[src/hdl/hwc_pkg.sv]
// shared types and constants for the haptic wall current controller
package hwc_pkg;

    // control modes
    localparam logic [2:0] MODE_IDLE   = 3'd0;
    localparam logic [2:0] MODE_OPEN   = 3'd1;
    localparam logic [2:0] MODE_STEP   = 3'd2;
    localparam logic [2:0] MODE_HOLD   = 3'd3;
    localparam logic [2:0] MODE_HAPTIC = 3'd4;

    // configuration register indexes
    localparam logic [2:0] REG_MODE  = 3'd0;
    localparam logic [2:0] REG_KP    = 3'd1;
    localparam logic [2:0] REG_KI    = 3'd2;
    localparam logic [2:0] REG_OPEN  = 3'd3;
    localparam logic [2:0] REG_LEFT  = 3'd4;
    localparam logic [2:0] REG_RIGHT = 3'd5;
    localparam logic [2:0] REG_STIFF = 3'd6;

    // shared multiplier operand selects
    localparam logic [2:0] MUL_WALL  = 3'd0;
    localparam logic [2:0] MUL_KP    = 3'd1;
    localparam logic [2:0] MUL_KI    = 3'd2;
    localparam logic [2:0] MUL_LVL   = 3'd3;
    localparam logic [2:0] MUL_RECIP = 3'd4;

    // duty register load selects
    localparam logic [1:0] DUTY_KEEP = 2'd0;
    localparam logic [1:0] DUTY_ZERO = 2'd1;
    localparam logic [1:0] DUTY_OPEN = 2'd2;
    localparam logic [1:0] DUTY_PI   = 2'd3;

    // fixed-point limits
    localparam logic signed [16:0] DUTY_FULL        = 17'sd25600;
    localparam logic [11:0]        SUPPLY_LOW       = 12'd50;
    localparam logic [11:0]        SUPPLY_HIGH      = 12'd2000;
    localparam logic signed [25:0] HAPTIC_SUM_LIMIT = 26'sd80000;
    localparam logic signed [25:0] SUM_MAX          = 26'sd8388607;
    localparam logic signed [25:0] SUM_MIN          = -26'sd8388608;
    localparam logic signed [16:0] TEST_AMPLITUDE   = 17'sd1600;
    localparam logic [12:0]        ANGLE_MIN_FREE   = 13'd8;
    localparam logic [12:0]        ANGLE_HALF       = 13'd2880;
    localparam logic signed [47:0] TARGET_MAX       = 48'sd65535;
    localparam logic signed [47:0] TARGET_MIN       = -48'sd65536;
    localparam logic [41:0]        ROUND_HALF       = 42'd2048;

    // floor(y / 100) = (y * DIV100_RECIP) >> DIV100_SHIFT, exact for y below 2^23
    localparam logic [23:0] DIV100_RECIP = 24'd10737419;
    localparam int          DIV100_SHIFT = 30;

    // controller to datapath commands
    typedef struct packed {
        logic       capture;
        logic       check;
        logic       step_tick;
        logic       test_end;
        logic       wall_sat;
        logic       err_upd;
        logic       sum_haptic;
        logic       mul_en;
        logic [2:0] mul_sel;
        logic       acc_load;
        logic       acc_add;
        logic       pi_round;
        logic [1:0] duty_sel;
        logic       lvl_prep;
        logic       lvl_set;
        logic       out_load;
    } hwc_cmd_t;

    // datapath to controller status
    typedef struct packed {
        logic       fault;
        logic [2:0] mode;
        logic       test_over;
        logic       out_free;
    } hwc_stat_t;

endpackage

[src/hdl/hwc_if.sv]
// valid/ready channel interfaces for tick samples and drive results
interface hwc_in_if;
    logic               valid;
    logic               ready;
    logic [11:0]        supply_sense;
    logic signed [16:0] measured_current;
    logic [12:0]        shaft_angle;

    modport source (output valid, output supply_sense, output measured_current,
                    output shaft_angle, input ready);
    modport sink (input valid, input supply_sense, input measured_current,
                  input shaft_angle, output ready);
endinterface

interface hwc_out_if;
    logic               valid;
    logic               ready;
    logic [12:0]        drive_level_a;
    logic [12:0]        drive_level_b;
    logic signed [15:0] duty_command;
    logic signed [16:0] target_current;
    logic               fault;
    logic               sequence_done;

    modport source (output valid, output drive_level_a, output drive_level_b,
                    output duty_command, output target_current, output fault,
                    output sequence_done, input ready);
    modport sink (input valid, input drive_level_a, input drive_level_b,
                  input duty_command, input target_current, input fault,
                  input sequence_done, output ready);
endinterface

[src/hdl/hwc_ctrl.sv]
// sequencing state machine for one control tick
module hwc_ctrl
    import hwc_pkg::*;
(
    input  logic      clk,
    input  logic      rst_n,
    input  logic      in_valid,
    output logic      in_ready,
    input  hwc_stat_t stat,
    output hwc_cmd_t  cmd
);

    localparam logic [3:0] ST_IDLE     = 4'd0;
    localparam logic [3:0] ST_CHECK    = 4'd1;
    localparam logic [3:0] ST_WALL_MUL = 4'd2;
    localparam logic [3:0] ST_WALL_SAT = 4'd3;
    localparam logic [3:0] ST_ERR      = 4'd4;
    localparam logic [3:0] ST_PI_P     = 4'd5;
    localparam logic [3:0] ST_PI_I     = 4'd6;
    localparam logic [3:0] ST_PI_SUM   = 4'd7;
    localparam logic [3:0] ST_PI_RND   = 4'd8;
    localparam logic [3:0] ST_PI_SAT   = 4'd9;
    localparam logic [3:0] ST_LVL_PREP = 4'd10;
    localparam logic [3:0] ST_LVL_MUL  = 4'd11;
    localparam logic [3:0] ST_LVL_DIV  = 4'd12;
    localparam logic [3:0] ST_LVL_SET  = 4'd13;
    localparam logic [3:0] ST_OUT      = 4'd14;

    logic [3:0] state_reg;
    logic [3:0] state_next;

    // state register
    always_ff @(posedge clk or negedge rst_n)
    begin
        if (!rst_n)
        begin
            state_reg <= ST_IDLE;
        end
        else
        begin
            state_reg <= state_next;
        end
    end

    assign in_ready = (state_reg == ST_IDLE);

    // next state and commands
    always_comb
    begin
        cmd        = '0;
        state_next = state_reg;
        unique case (state_reg)
            ST_IDLE:
            begin
                if (in_valid)
                begin
                    cmd.capture = 1'b1;
                    state_next  = ST_CHECK;
                end
            end
            ST_CHECK:
            begin
                cmd.check = 1'b1;
                priority if (stat.fault)
                begin
                    cmd.duty_sel = DUTY_ZERO;
                    state_next   = ST_LVL_PREP;
                end
                else
                begin
                    unique case (stat.mode)
                        MODE_OPEN:
                        begin
                            cmd.duty_sel = DUTY_OPEN;
                            state_next   = ST_LVL_PREP;
                        end
                        MODE_STEP:
                        begin
                            if (stat.test_over)
                            begin
                                cmd.test_end = 1'b1;
                                state_next   = ST_OUT;
                            end
                            else
                            begin
                                cmd.step_tick = 1'b1;
                                state_next    = ST_ERR;
                            end
                        end
                        MODE_HOLD:
                        begin
                            state_next = ST_OUT;
                        end
                        MODE_HAPTIC:
                        begin
                            state_next = ST_WALL_MUL;
                        end
                        default:
                        begin
                            cmd.duty_sel = DUTY_ZERO;
                            state_next   = ST_LVL_PREP;
                        end
                    endcase
                end
            end
            ST_WALL_MUL:
            begin
                cmd.mul_en  = 1'b1;
                cmd.mul_sel = MUL_WALL;
                state_next  = ST_WALL_SAT;
            end
            ST_WALL_SAT:
            begin
                cmd.wall_sat = 1'b1;
                state_next   = ST_ERR;
            end
            ST_ERR:
            begin
                cmd.err_upd    = 1'b1;
                cmd.sum_haptic = (stat.mode == MODE_HAPTIC);
                state_next     = ST_PI_P;
            end
            ST_PI_P:
            begin
                cmd.mul_en  = 1'b1;
                cmd.mul_sel = MUL_KP;
                state_next  = ST_PI_I;
            end
            ST_PI_I:
            begin
                cmd.acc_load = 1'b1;
                cmd.mul_en   = 1'b1;
                cmd.mul_sel  = MUL_KI;
                state_next   = ST_PI_SUM;
            end
            ST_PI_SUM:
            begin
                cmd.acc_add = 1'b1;
                state_next  = ST_PI_RND;
            end
            ST_PI_RND:
            begin
                cmd.pi_round = 1'b1;
                state_next   = ST_PI_SAT;
            end
            ST_PI_SAT:
            begin
                cmd.duty_sel = DUTY_PI;
                state_next   = ST_LVL_PREP;
            end
            ST_LVL_PREP:
            begin
                cmd.lvl_prep = 1'b1;
                state_next   = ST_LVL_MUL;
            end
            ST_LVL_MUL:
            begin
                cmd.mul_en  = 1'b1;
                cmd.mul_sel = MUL_LVL;
                state_next  = ST_LVL_DIV;
            end
            ST_LVL_DIV:
            begin
                cmd.mul_en  = 1'b1;
                cmd.mul_sel = MUL_RECIP;
                state_next  = ST_LVL_SET;
            end
            ST_LVL_SET:
            begin
                cmd.lvl_set = 1'b1;
                state_next  = ST_OUT;
            end
            ST_OUT:
            begin
                if (stat.out_free)
                begin
                    cmd.out_load = 1'b1;
                    state_next   = ST_IDLE;
                end
            end
            default:
            begin
                state_next = ST_IDLE;
            end
        endcase
    end

endmodule

[src/hdl/hwc_datapath.sv]
// registers, config, shared multiplier and arithmetic of the current loop
module hwc_datapath
    import hwc_pkg::*;
#(
    parameter int PWM_TOP        = 7500,
    parameter int TEST_LENGTH    = 400,
    parameter int SEGMENT_LENGTH = 100
)
(
    input  logic               clk,
    input  logic               rst_n,
    input  logic               cfg_write,
    input  logic [2:0]         cfg_index,
    input  logic [15:0]        cfg_data,
    input  logic [11:0]        supply_sense,
    input  logic signed [16:0] measured_current,
    input  logic [12:0]        shaft_angle,
    input  hwc_cmd_t           cmd,
    output hwc_stat_t          stat,
    output logic               out_valid,
    input  logic               out_ready,
    output logic [12:0]        drive_level_a,
    output logic [12:0]        drive_level_b,
    output logic signed [15:0] duty_command,
    output logic signed [16:0] target_current,
    output logic               fault,
    output logic               sequence_done
);

    localparam int CNT_W = $clog2(TEST_LENGTH + 1);
    localparam int SEG_W = $clog2(SEGMENT_LENGTH + 1);
    localparam logic [CNT_W-1:0] TEST_END = CNT_W'(TEST_LENGTH);
    localparam logic [SEG_W-1:0] SEG_LAST = SEG_W'(SEGMENT_LENGTH - 1);
    localparam logic [15:0]      TOP16    = 16'(PWM_TOP);

    // configuration registers
    logic [2:0]         mode_reg;
    logic [15:0]        kp_reg;
    logic [15:0]        ki_reg;
    logic signed [15:0] open_reg;
    logic [12:0]        left_reg;
    logic [12:0]        right_reg;
    logic [7:0]         stiff_reg;

    // loop state
    logic signed [23:0] sum_reg;
    logic [CNT_W-1:0]   step_reg;
    logic [SEG_W-1:0]   seg_reg;
    logic               phase_reg;
    logic               fin_reg;
    logic [12:0]        held_a_reg;
    logic [12:0]        held_b_reg;
    logic signed [15:0] held_duty_reg;
    logic               out_valid_reg;

    // per-tick working registers
    logic [11:0]        supply_reg;
    logic signed [16:0] meas_reg;
    logic [12:0]        angle_reg;
    logic               fault_reg;
    logic signed [16:0] target_reg;
    logic signed [14:0] pen_reg;
    logic signed [17:0] err_reg;
    logic signed [47:0] prod_reg;
    logic signed [41:0] acc_reg;
    logic [41:0]        mag_reg;
    logic               neg_reg;
    logic signed [15:0] duty_reg;
    logic [14:0]        comp_reg;

    // result register
    logic [12:0]        out_a_reg;
    logic [12:0]        out_b_reg;
    logic signed [15:0] out_duty_reg;
    logic signed [16:0] out_target_reg;
    logic               out_fault_reg;
    logic               out_done_reg;

    // combinational values
    logic               fault_w;
    logic signed [14:0] r_diff;
    logic signed [14:0] l_diff;
    logic signed [14:0] pen_w;
    logic signed [17:0] err_w;
    logic signed [25:0] sum_w;
    logic signed [25:0] sum_lo;
    logic signed [25:0] sum_hi;
    logic signed [23:0] sum_sat;
    logic signed [24:0] mul_a;
    logic signed [24:0] mul_b;
    logic signed [49:0] mul_p;
    logic signed [16:0] wall_target;
    logic [29:0]        pi_q;
    logic [14:0]        pi_q_sat;
    logic signed [15:0] pi_duty;
    logic signed [15:0] open_sat;
    logic signed [16:0] duty_ext;
    logic signed [16:0] comp_w;
    logic [15:0]        lvl_w;

    // supply window check
    assign fault_w = (supply_reg < SUPPLY_LOW) || (supply_reg > SUPPLY_HIGH);

    // wall penetration, signed so that stiffness times it is the target
    assign r_diff = $signed({2'b00, right_reg}) - $signed({2'b00, angle_reg});
    assign l_diff = $signed({2'b00, left_reg}) - $signed({2'b00, angle_reg});

    always_comb
    begin
        pen_w = '0;
        if ((angle_reg > ANGLE_MIN_FREE) && (angle_reg < ANGLE_HALF))
        begin
            if (r_diff < 0)
            begin
                pen_w = r_diff;
            end
        end
        else if (angle_reg >= ANGLE_HALF)
        begin
            if (l_diff > 0)
            begin
                pen_w = l_diff;
            end
        end
    end

    // error and saturated integral
    assign err_w  = {target_reg[16], target_reg} - {meas_reg[16], meas_reg};
    assign sum_w  = {{2{sum_reg[23]}}, sum_reg} + {{8{err_w[17]}}, err_w};
    assign sum_lo = cmd.sum_haptic ? -HAPTIC_SUM_LIMIT : SUM_MIN;
    assign sum_hi = cmd.sum_haptic ? HAPTIC_SUM_LIMIT : SUM_MAX;

    always_comb
    begin
        priority if (sum_w < sum_lo)
        begin
            sum_sat = sum_lo[23:0];
        end
        else if (sum_w > sum_hi)
        begin
            sum_sat = sum_hi[23:0];
        end
        else
        begin
            sum_sat = sum_w[23:0];
        end
    end

    // shared multiplier operand select
    always_comb
    begin
        unique case (cmd.mul_sel)
            MUL_WALL:
            begin
                mul_a = $signed({17'b0, stiff_reg});
                mul_b = {{10{pen_reg[14]}}, pen_reg};
            end
            MUL_KP:
            begin
                mul_a = $signed({9'b0, kp_reg});
                mul_b = {{7{err_reg[17]}}, err_reg};
            end
            MUL_KI:
            begin
                mul_a = $signed({9'b0, ki_reg});
                mul_b = {sum_reg[23], sum_reg};
            end
            MUL_LVL:
            begin
                mul_a = $signed({10'b0, comp_reg});
                mul_b = $signed({9'b0, TOP16});
            end
            MUL_RECIP:
            begin
                mul_a = $signed({2'b0, prod_reg[30:8]});
                mul_b = $signed({1'b0, DIV100_RECIP});
            end
            default:
            begin
                mul_a = '0;
                mul_b = '0;
            end
        endcase
    end

    assign mul_p = mul_a * mul_b;

    // wall target saturated to the target field
    always_comb
    begin
        priority if (prod_reg < TARGET_MIN)
        begin
            wall_target = TARGET_MIN[16:0];
        end
        else if (prod_reg > TARGET_MAX)
        begin
            wall_target = TARGET_MAX[16:0];
        end
        else
        begin
            wall_target = prod_reg[16:0];
        end
    end

    // pi duty from rounded magnitude, saturated to full scale
    assign pi_q     = mag_reg[41:12];
    assign pi_q_sat = (pi_q > 30'(DUTY_FULL)) ? DUTY_FULL[14:0] : pi_q[14:0];
    assign pi_duty  = neg_reg ? -$signed({1'b0, pi_q_sat}) : $signed({1'b0, pi_q_sat});

    // open-loop duty saturated to full scale
    always_comb
    begin
        priority if ($signed({open_reg[15], open_reg}) > DUTY_FULL)
        begin
            open_sat = DUTY_FULL[15:0];
        end
        else if ($signed({open_reg[15], open_reg}) < -DUTY_FULL)
        begin
            open_sat = 16'(-DUTY_FULL);
        end
        else
        begin
            open_sat = open_reg;
        end
    end

    // off-time share of the period for the driven bridge leg
    assign duty_ext = {duty_reg[15], duty_reg};
    assign comp_w   = duty_reg[15] ? (DUTY_FULL + duty_ext) : (DUTY_FULL - duty_ext);
    assign lvl_w    = prod_reg[DIV100_SHIFT +: 16];

    // config and loop state
    always_ff @(posedge clk or negedge rst_n)
    begin
        if (!rst_n)
        begin
            mode_reg      <= MODE_IDLE;
            kp_reg        <= 16'd459;
            ki_reg        <= 16'd1638;
            open_reg      <= '0;
            left_reg      <= 13'd5280;
            right_reg     <= 13'd480;
            stiff_reg     <= 8'd30;
            sum_reg       <= '0;
            step_reg      <= '0;
            seg_reg       <= '0;
            phase_reg     <= 1'b0;
            fin_reg       <= 1'b0;
            held_a_reg    <= '0;
            held_b_reg    <= '0;
            held_duty_reg <= '0;
            out_valid_reg <= 1'b0;
        end
        else
        begin
            // step test advance and end
            if (cmd.step_tick)
            begin
                step_reg <= step_reg + 1'b1;
                if (seg_reg == SEG_LAST)
                begin
                    seg_reg   <= '0;
                    phase_reg <= ~phase_reg;
                end
                else
                begin
                    seg_reg <= seg_reg + 1'b1;
                end
            end
            if (cmd.test_end)
            begin
                step_reg  <= '0;
                seg_reg   <= '0;
                phase_reg <= 1'b0;
                mode_reg  <= MODE_IDLE;
                fin_reg   <= 1'b1;
            end
            if (cmd.err_upd)
            begin
                sum_reg <= sum_sat;
            end
            // apply duty to the bridge levels
            if (cmd.lvl_set)
            begin
                held_duty_reg <= duty_reg;
                if (duty_reg[15])
                begin
                    held_a_reg <= lvl_w[12:0];
                    held_b_reg <= TOP16[12:0];
                end
                else
                begin
                    held_a_reg <= TOP16[12:0];
                    held_b_reg <= lvl_w[12:0];
                end
            end
            // result beat handshake
            if (cmd.out_load)
            begin
                out_valid_reg <= 1'b1;
            end
            else if (out_ready)
            begin
                out_valid_reg <= 1'b0;
            end
            // register writes
            if (cfg_write)
            begin
                unique case (cfg_index)
                    REG_MODE:
                    begin
                        mode_reg <= cfg_data[2:0];
                        if (cfg_data[2:0] == MODE_STEP)
                        begin
                            step_reg  <= '0;
                            seg_reg   <= '0;
                            phase_reg <= 1'b0;
                            sum_reg   <= '0;
                            fin_reg   <= 1'b0;
                        end
                    end
                    REG_KP:    kp_reg    <= cfg_data;
                    REG_KI:    ki_reg    <= cfg_data;
                    REG_OPEN:  open_reg  <= cfg_data;
                    REG_LEFT:  left_reg  <= cfg_data[12:0];
                    REG_RIGHT: right_reg <= cfg_data[12:0];
                    REG_STIFF: stiff_reg <= cfg_data[7:0];
                    default:   ;
                endcase
            end
        end
    end

    // working registers of the tick
    always_ff @(posedge clk)
    begin
        if (cmd.capture)
        begin
            supply_reg <= supply_sense;
            meas_reg   <= measured_current;
            angle_reg  <= shaft_angle;
        end
        if (cmd.check)
        begin
            fault_reg  <= fault_w;
            target_reg <= '0;
            pen_reg    <= pen_w;
        end
        if (cmd.step_tick)
        begin
            target_reg <= phase_reg ? TEST_AMPLITUDE : -TEST_AMPLITUDE;
        end
        if (cmd.wall_sat)
        begin
            target_reg <= wall_target;
        end
        if (cmd.err_upd)
        begin
            err_reg <= err_w;
        end
        if (cmd.mul_en)
        begin
            prod_reg <= mul_p[47:0];
        end
        if (cmd.acc_load)
        begin
            acc_reg <= 42'(prod_reg);
        end
        if (cmd.acc_add)
        begin
            acc_reg <= acc_reg + 42'(prod_reg);
        end
        if (cmd.pi_round)
        begin
            neg_reg <= acc_reg[41];
            mag_reg <= (acc_reg[41] ? 42'(-acc_reg) : 42'(acc_reg)) + ROUND_HALF;
        end
        unique case (cmd.duty_sel)
            DUTY_KEEP: ;
            DUTY_ZERO: duty_reg <= '0;
            DUTY_OPEN: duty_reg <= open_sat;
            DUTY_PI:   duty_reg <= pi_duty;
            default:   ;
        endcase
        if (cmd.lvl_prep)
        begin
            comp_reg <= comp_w[14:0];
        end
        if (cmd.out_load)
        begin
            out_a_reg      <= held_a_reg;
            out_b_reg      <= held_b_reg;
            out_duty_reg   <= held_duty_reg;
            out_target_reg <= target_reg;
            out_fault_reg  <= fault_reg;
            out_done_reg   <= fin_reg;
        end
    end

    // status to the controller
    assign stat.fault     = fault_w;
    assign stat.mode      = mode_reg;
    assign stat.test_over = (step_reg >= TEST_END);
    assign stat.out_free  = ~out_valid_reg | out_ready;

    assign out_valid      = out_valid_reg;
    assign drive_level_a  = out_a_reg;
    assign drive_level_b  = out_b_reg;
    assign duty_command   = out_duty_reg;
    assign target_current = out_target_reg;
    assign fault          = out_fault_reg;
    assign sequence_done  = out_done_reg;

endmodule

[src/hdl/haptic_wall_current_pi_controller.sv]
// top level of the haptic wall current controller
//
//  channel   | dir | beat contents
//  ----------+-----+-------------------------------------------------------------
//  in_ch     | in  | supply_sense, measured_current, shaft_angle
//  out_ch    | out | drive_level_a/b, duty_command, target_current, fault, done
//  cfg_*     | in  | cfg_write, cfg_index, cfg_data (write only, no wait)
//
// the fault, idle and open-loop paths of a tick beat go straight to the level math, hold
// and step test end go straight to the output, the step test runs the pi math first and
// haptic mode adds the wall target before it, all through one shared multiplier
// reset clears the config to its defaults and the integral, counters and held
// levels to zero; no clearing pass is needed
// a finished result waits in the output register while the next beat is taken;
// a stalled output holds the sequencer only at its final write
module haptic_wall_current_pi_controller
    import hwc_pkg::*;
#(
    parameter int PWM_TOP        = 7500,
    parameter int TEST_LENGTH    = 400,
    parameter int SEGMENT_LENGTH = 100
)
(
    input  logic        clk,
    input  logic        rst_n,
    hwc_in_if.sink      in_ch,
    hwc_out_if.source   out_ch,
    input  logic        cfg_write,
    input  logic [2:0]  cfg_index,
    input  logic [15:0] cfg_data
);

    hwc_cmd_t  cmd;
    hwc_stat_t stat;

    // sequencer
    hwc_ctrl u_ctrl (
        .clk      (clk),
        .rst_n    (rst_n),
        .in_valid (in_ch.valid),
        .in_ready (in_ch.ready),
        .stat     (stat),
        .cmd      (cmd)
    );

    // datapath
    hwc_datapath #(
        .PWM_TOP        (PWM_TOP),
        .TEST_LENGTH    (TEST_LENGTH),
        .SEGMENT_LENGTH (SEGMENT_LENGTH)
    ) u_datapath (
        .clk              (clk),
        .rst_n            (rst_n),
        .cfg_write        (cfg_write),
        .cfg_index        (cfg_index),
        .cfg_data         (cfg_data),
        .supply_sense     (in_ch.supply_sense),
        .measured_current (in_ch.measured_current),
        .shaft_angle      (in_ch.shaft_angle),
        .cmd              (cmd),
        .stat             (stat),
        .out_valid        (out_ch.valid),
        .out_ready        (out_ch.ready),
        .drive_level_a    (out_ch.drive_level_a),
        .drive_level_b    (out_ch.drive_level_b),
        .duty_command     (out_ch.duty_command),
        .target_current   (out_ch.target_current),
        .fault            (out_ch.fault),
        .sequence_done    (out_ch.sequence_done)
    );

endmodule
[src/flat_wrapper.sv]
// flat-port wrapper written by rule: the top's interface ports become plain ports
module haptic_wall_current_pi_controller_flat import hwc_pkg::*;
#(
    parameter int PWM_TOP        = 7500,
    parameter int TEST_LENGTH    = 400,
    parameter int SEGMENT_LENGTH = 100
)
  (clk, rst_n, cfg_write, cfg_index, cfg_data, in_ch_valid, in_ch_supply_sense, in_ch_measured_current, in_ch_shaft_angle, in_ch_ready, out_ch_valid, out_ch_drive_level_a, out_ch_drive_level_b, out_ch_duty_command, out_ch_target_current, out_ch_fault, out_ch_sequence_done, out_ch_ready);
  hwc_in_if in_ch_i ();
  hwc_out_if out_ch_i ();
  input  logic clk;
  input  logic rst_n;
  input  logic cfg_write;
  input  logic [2:0] cfg_index;
  input  logic [15:0] cfg_data;
  input wire logic [$bits(in_ch_i.valid)-1:0] in_ch_valid;
  input wire logic [$bits(in_ch_i.supply_sense)-1:0] in_ch_supply_sense;
  input wire logic [$bits(in_ch_i.measured_current)-1:0] in_ch_measured_current;
  input wire logic [$bits(in_ch_i.shaft_angle)-1:0] in_ch_shaft_angle;
  output wire logic [$bits(in_ch_i.ready)-1:0] in_ch_ready;
  output wire logic [$bits(out_ch_i.valid)-1:0] out_ch_valid;
  output wire logic [$bits(out_ch_i.drive_level_a)-1:0] out_ch_drive_level_a;
  output wire logic [$bits(out_ch_i.drive_level_b)-1:0] out_ch_drive_level_b;
  output wire logic [$bits(out_ch_i.duty_command)-1:0] out_ch_duty_command;
  output wire logic [$bits(out_ch_i.target_current)-1:0] out_ch_target_current;
  output wire logic [$bits(out_ch_i.fault)-1:0] out_ch_fault;
  output wire logic [$bits(out_ch_i.sequence_done)-1:0] out_ch_sequence_done;
  input wire logic [$bits(out_ch_i.ready)-1:0] out_ch_ready;
  assign in_ch_i.valid = in_ch_valid;
  assign in_ch_i.supply_sense = in_ch_supply_sense;
  assign in_ch_i.measured_current = in_ch_measured_current;
  assign in_ch_i.shaft_angle = in_ch_shaft_angle;
  assign in_ch_ready = in_ch_i.ready;
  assign out_ch_valid = out_ch_i.valid;
  assign out_ch_drive_level_a = out_ch_i.drive_level_a;
  assign out_ch_drive_level_b = out_ch_i.drive_level_b;
  assign out_ch_duty_command = out_ch_i.duty_command;
  assign out_ch_target_current = out_ch_i.target_current;
  assign out_ch_fault = out_ch_i.fault;
  assign out_ch_sequence_done = out_ch_i.sequence_done;
  assign out_ch_i.ready = out_ch_ready;
  haptic_wall_current_pi_controller #(.PWM_TOP(PWM_TOP), .TEST_LENGTH(TEST_LENGTH), .SEGMENT_LENGTH(SEGMENT_LENGTH)) u_core (.clk(clk), .rst_n(rst_n), .in_ch(in_ch_i), .out_ch(out_ch_i), .cfg_write(cfg_write), .cfg_index(cfg_index), .cfg_data(cfg_data));
endmodule
[config.mk]
export PLATFORM = sky130hd
export DESIGN_NAME = haptic_wall_current_pi_controller_flat
export DESIGN_NICKNAME = d
export VERILOG_FILES = /design/src/hdl/hwc_pkg.sv /design/src/hdl/hwc_if.sv /design/src/hdl/hwc_ctrl.sv /design/src/hdl/hwc_datapath.sv /design/src/hdl/haptic_wall_current_pi_controller.sv /design/src/flat_wrapper.sv
export SDC_FILE = /design/constraint.sdc
export NUM_CORES = 2
export LEC_CHECK = 0
export BUFFER_PORTS_ARGS = -buffer_cell sky130_fd_sc_hd__buf_4
export CAP_MARGIN = 20
export CORE_ASPECT_RATIO = 1.4
export CORE_MARGIN = 5
export CORE_UTILIZATION = 40
export CTS_BUF_LIST = sky130_fd_sc_hd__clkbuf_4 sky130_fd_sc_hd__clkbuf_8
export DETAILED_ROUTE_END_ITERATION = 6
export PLACE_DENSITY = 0.67
export SLEW_MARGIN = 20
export SYNTH_ARGS = -nofsm -noshare
export SYNTH_HDL_FRONTEND = slang
export SYNTH_HIERARCHICAL = 1
export SYNTH_SLANG_ARGS = --single-unit
[constraint.sdc]
create_clock -name clk -period 29.3 [get_ports clk]
set_clock_uncertainty 0.05 [all_clocks]
set_input_delay 1.465 -clock clk [delete_from_list [all_inputs] [get_ports clk]]
set_output_delay 1.465 -clock clk [all_outputs]
set_load 0.01 [all_outputs]
==> impl_summary.txt <==
----------------------------------------------------
[Job]
  Max-capacitance violation count ... 0

[GRT]
  GRT Total Usage ... 0.2182
  Busiest grt layer ... met2
  Wire length of the first global-routing pass ... 212100 µm
  GR Util met1 ... 0.2335
  Number of antenna violations at the first check in global routing ... 1
  Global routing met2 resource utilization ... 0.4026
  Met3 Use GR ... 0.02782
  Pin count of the biggest net entering global routing ... 71
  GRT overflow ... 0
  Via count of the first global-routing pass ... 37.49k

[Placement]
  Pre-CTS worst setup slack ... 18.59 ns
  Placement Cell Area ... 50770 µm²
  Gp weighted congestion ... 0.9428
  Final HPWL from detailed placement ... 108700 µm
  Count of buffers from port buffering ... 128

[Min path]
  Worst min path class ... reg2reg

[Setup path]
  Worst setup SP type ... flop
  Worst setup path category ... reg2reg
  Cell with the largest stage delay on the worst path ... sky130_fd_sc_hd__dfrtp_1
  Setup crit end kind ... flop
  Max Fanout on Critical Path ... 50
  CP most frequent cell ... sky130_fd_sc_hd__fa_1
  Data arrival at the endpoint of the critical path ... 11.35 ns
  Crit path largest cell delay ... 0.75 ns
  Data required, critical path ... 29.70 ns

[Clocking]
  TritonCTS buffer count ... 71
  H-tree levels ... 3
  Number of gates given a new drive strength after cts ... 0
  Setup bufs post-CTS ... 0
  TritonCTS clock tree ... done
  Clock Sink Count ... 479
  Cts hold-fix bufs ... 0
  Buffer cell driving the clock tree root ... sky130_fd_sc_hd__clkbuf_8
  Bufs on Longest Clock Path ... 3
  Insertion delay to the later sink of the worst-skew pair ... 0.72 ns
  Clock edge transition at the registers on the reported setup and hold paths ... 0.08 ns

[Finish]
  Storage element area ... 13540 µm²
  Total Nets Final ... 5941
  Post-route cell area ... 52320 µm²
  Fraction of final layout cells sized beyond drive strength 1 ... 0.1093
  Area growth, synth to finish ... 10.13%
  Area used by multi-input combinational logic ... 30300 µm²
  Filler cell count in the final layout ... 11.13k
  Number of flip-flops in the largest register ... 48

[Logic synthesis]
  Synth area leaders ... sky130_fd_sc_hd__fa_1 25%, sky130_fd_sc_hd__edfxtp_1 19%, sky130_fd_sc_hd__dfrtp_1 7.9%
  Most used standard cell by instance count after synthesis ... sky130_fd_sc_hd__inv_1
  Total of flip-flops plus latches after synthesis ... 479
  Top flip-flop cell by instance count after synthesis ... sky130_fd_sc_hd__edfxtp_1
  Share of async-settable or async-resettable flops after synthesis ... 0.3633
  Warning count from the yosys run ... 6
  Proportion of netlist area held by the largest area contributor ... 0.2537
  Number of instances in the synthesized netlist ... 4800
  Library cell occupying the most area in the post-synthesis netlist ... sky130_fd_sc_hd__fa_1
  Adder-cell share of the synthesized area ... 0.3273
  Post-synth EDFFs ... 305
  Multiplexer share of the synthesized area ... 0.03858
  Synth Area in Compound Gates ... 0.09950
  Distinct cell type count of the synthesized netlist ... 102
  Simple logic cell fraction of the synthesized area ... 0.1232
  Average size of a mapped cell ... 9.898 µm²
  XOR/XNOR Fraction of Synth Area ... 0.03961
  Netlist area before placement ... 47510 µm²
  Sequential share of the synthesized area ... 0.2851
  Leading post-synthesis cells by instance count ... 926 x sky130_fd_sc_hd__inv_1, 602 x sky130_fd_sc_hd__fa_1, 474 x sky130_fd_sc_hd__nor2_1, 348 x sky130_fd_sc_hd__nand2_1, 305 x sky130_fd_sc_hd__edfxtp_1
  Combinational family with the most area after synthesis ... adder cells

[Floorplanning]
  Starting density of the core ... 0.4026
  Die Area ... 125900 µm²
  Floorplan die width ... 301.3 µm
  Die boundary height ... 417.8 µm
  IO Pins ... 129
  Count of standard-cell rows ... 149
  Core region area ... 118000 µm²

[STA]
  Post-layout min period ... 10.96 ns
  Max Transition Viols Final ... 0
  Setup ws final ... 18.34 ns
  Setup Total Neg Slack ... 0 ns
  Fmax achieved ... 91.27 MHz
  Transition time of the tightest slew-check pin ... 1.187 ns
  Final hold violation count ... 0
  Relative max-transition margin ... 0.2081
  Ratio of final minimum period to clock period ... 0.3740
  Setup repair after global routing missed its margin ... false
  Final setup violation count ... 0

[Routing]
  DRC viols ... 0
  WL final ... 138000 µm
  Per-cell routed wire length ... 20.79 µm
  1st-pass router iterations ... 5
  Average vias per placed instance ... 5.357
  First DRT Iteration DRCs ... 2471
  Residual antenna-violating net count after detailed routing ... 0
  Vias post-DR ... 35.56k

[Status]
  Status ... completed

----------------------------------------------------
-- stage by stage --
step,hold slack (ns),cells,util
after floorplan,0.3503,4887,-
after global placement,0.3503,6506,0.4301
after detailed placement,0.3660,6507,0.4302
after CTS,0.3862,6636,0.4433
after global routing,0.3927,6637,0.4433
final,0.3856,6637,0.4433
-- layout by cell type, fill, tap and decap left out, types with 43 or more instances in the layout --
cell                       count
sky130_fd_sc_hd__a21o_1       76
sky130_fd_sc_hd__a21oi_1     164
sky130_fd_sc_hd__and3_1       58
sky130_fd_sc_hd__buf_4       190
sky130_fd_sc_hd__clkbuf_8     77
sky130_fd_sc_hd__conb_1       89
sky130_fd_sc_hd__dfrtp_1     150
sky130_fd_sc_hd__edfxtp_1    305
sky130_fd_sc_hd__fa_1        602
sky130_fd_sc_hd__ha_1        278
sky130_fd_sc_hd__inv_1       926
sky130_fd_sc_hd__mux2_2      125
sky130_fd_sc_hd__nand2_1     348
sky130_fd_sc_hd__nand2b_1     46
sky130_fd_sc_hd__nand3_1      48
sky130_fd_sc_hd__nor2_1      471
sky130_fd_sc_hd__nor2b_1      43
sky130_fd_sc_hd__nor3_1       51
sky130_fd_sc_hd__o21ai_0     148
sky130_fd_sc_hd__xnor2_1     153
sky130_fd_sc_hd__xor2_1       60
-- worst max-delay path: cells and delay by family (launching register included) --
family | cells | cell delay [ns]
muxes | 1 | 0.29
buffers and inverters | 9 | 1.60
xor gates and xnor gates | 1 | 0.09
AOI/OAI and AO/OA | 6 | 2.04
DFF | 1 | 0.75
adders and majority gates | 8 | 4.01
and+or+nand+nor | 9 | 1.81
-- cells by family after synthesis --
group           Yosys count
fa+ha+maj               882
mux                     167
simple gates           1256
flops                   479
compound gates          713
buf+inv                1087
xor+xnor                214
other cells               2
-- final cells by class --
type / instances / share of cell area
clock inverters: 33 / 0.006624
well taps: 1585 / 0.03791
inverters: 930 / 0.06675
flip-flops and latches: 479 / 0.2589
diodes: 1 / 0.00004783
repair buffers: 192 / 0.02769
clock buffers: 96 / 0.02298
multi-input cells: 3321 / 0.5791
-- final timing paths --
path / startpoint / to / slack [ns] / cells past startpoint
worst max register to register: u_core/u_ctrl/state_reg[1]$_DFFE_PN0P_ / u_core/u_datapath/prod_reg[47]$_DFFE_PP_ / 18.34 / 34
worst max-delay path: u_core/u_ctrl/state_reg[1]$_DFFE_PN0P_ / u_core/u_datapath/prod_reg[47]$_DFFE_PP_ / 18.34 / 34
worst min register to register: u_core/u_datapath/fault_reg$_DFFE_PP_ / u_core/u_datapath/fault$_DFFE_PP_ / 0.39 / 0
min in group asynchronous: rst_n / u_core/u_datapath/open_reg[9]$_DFFE_PN0P_ / 0.64 / 1
worst min-delay path: u_core/u_datapath/fault_reg$_DFFE_PP_ / u_core/u_datapath/fault$_DFFE_PP_ / 0.39 / 0
max in group asynchronous: rst_n / u_core/u_datapath/seg_reg[5]$_DFF_PN0_ / 26.45 / 3
-- metal layers --
metal / share of wire / vias to the layer above / routed length (µm)
met5: 0 / - / 0
met4: 0.081 / 0 / 11110
met3: 0.056 / 458 / 7721
met2: 0.52 / 1276 / 71390
met1: 0.35 / 17873 / 47740
li1: - / 15948 / -
Power is not shown: default switching activity piles up to over one toggle a cycle in this logic, so the estimate is an artifact.
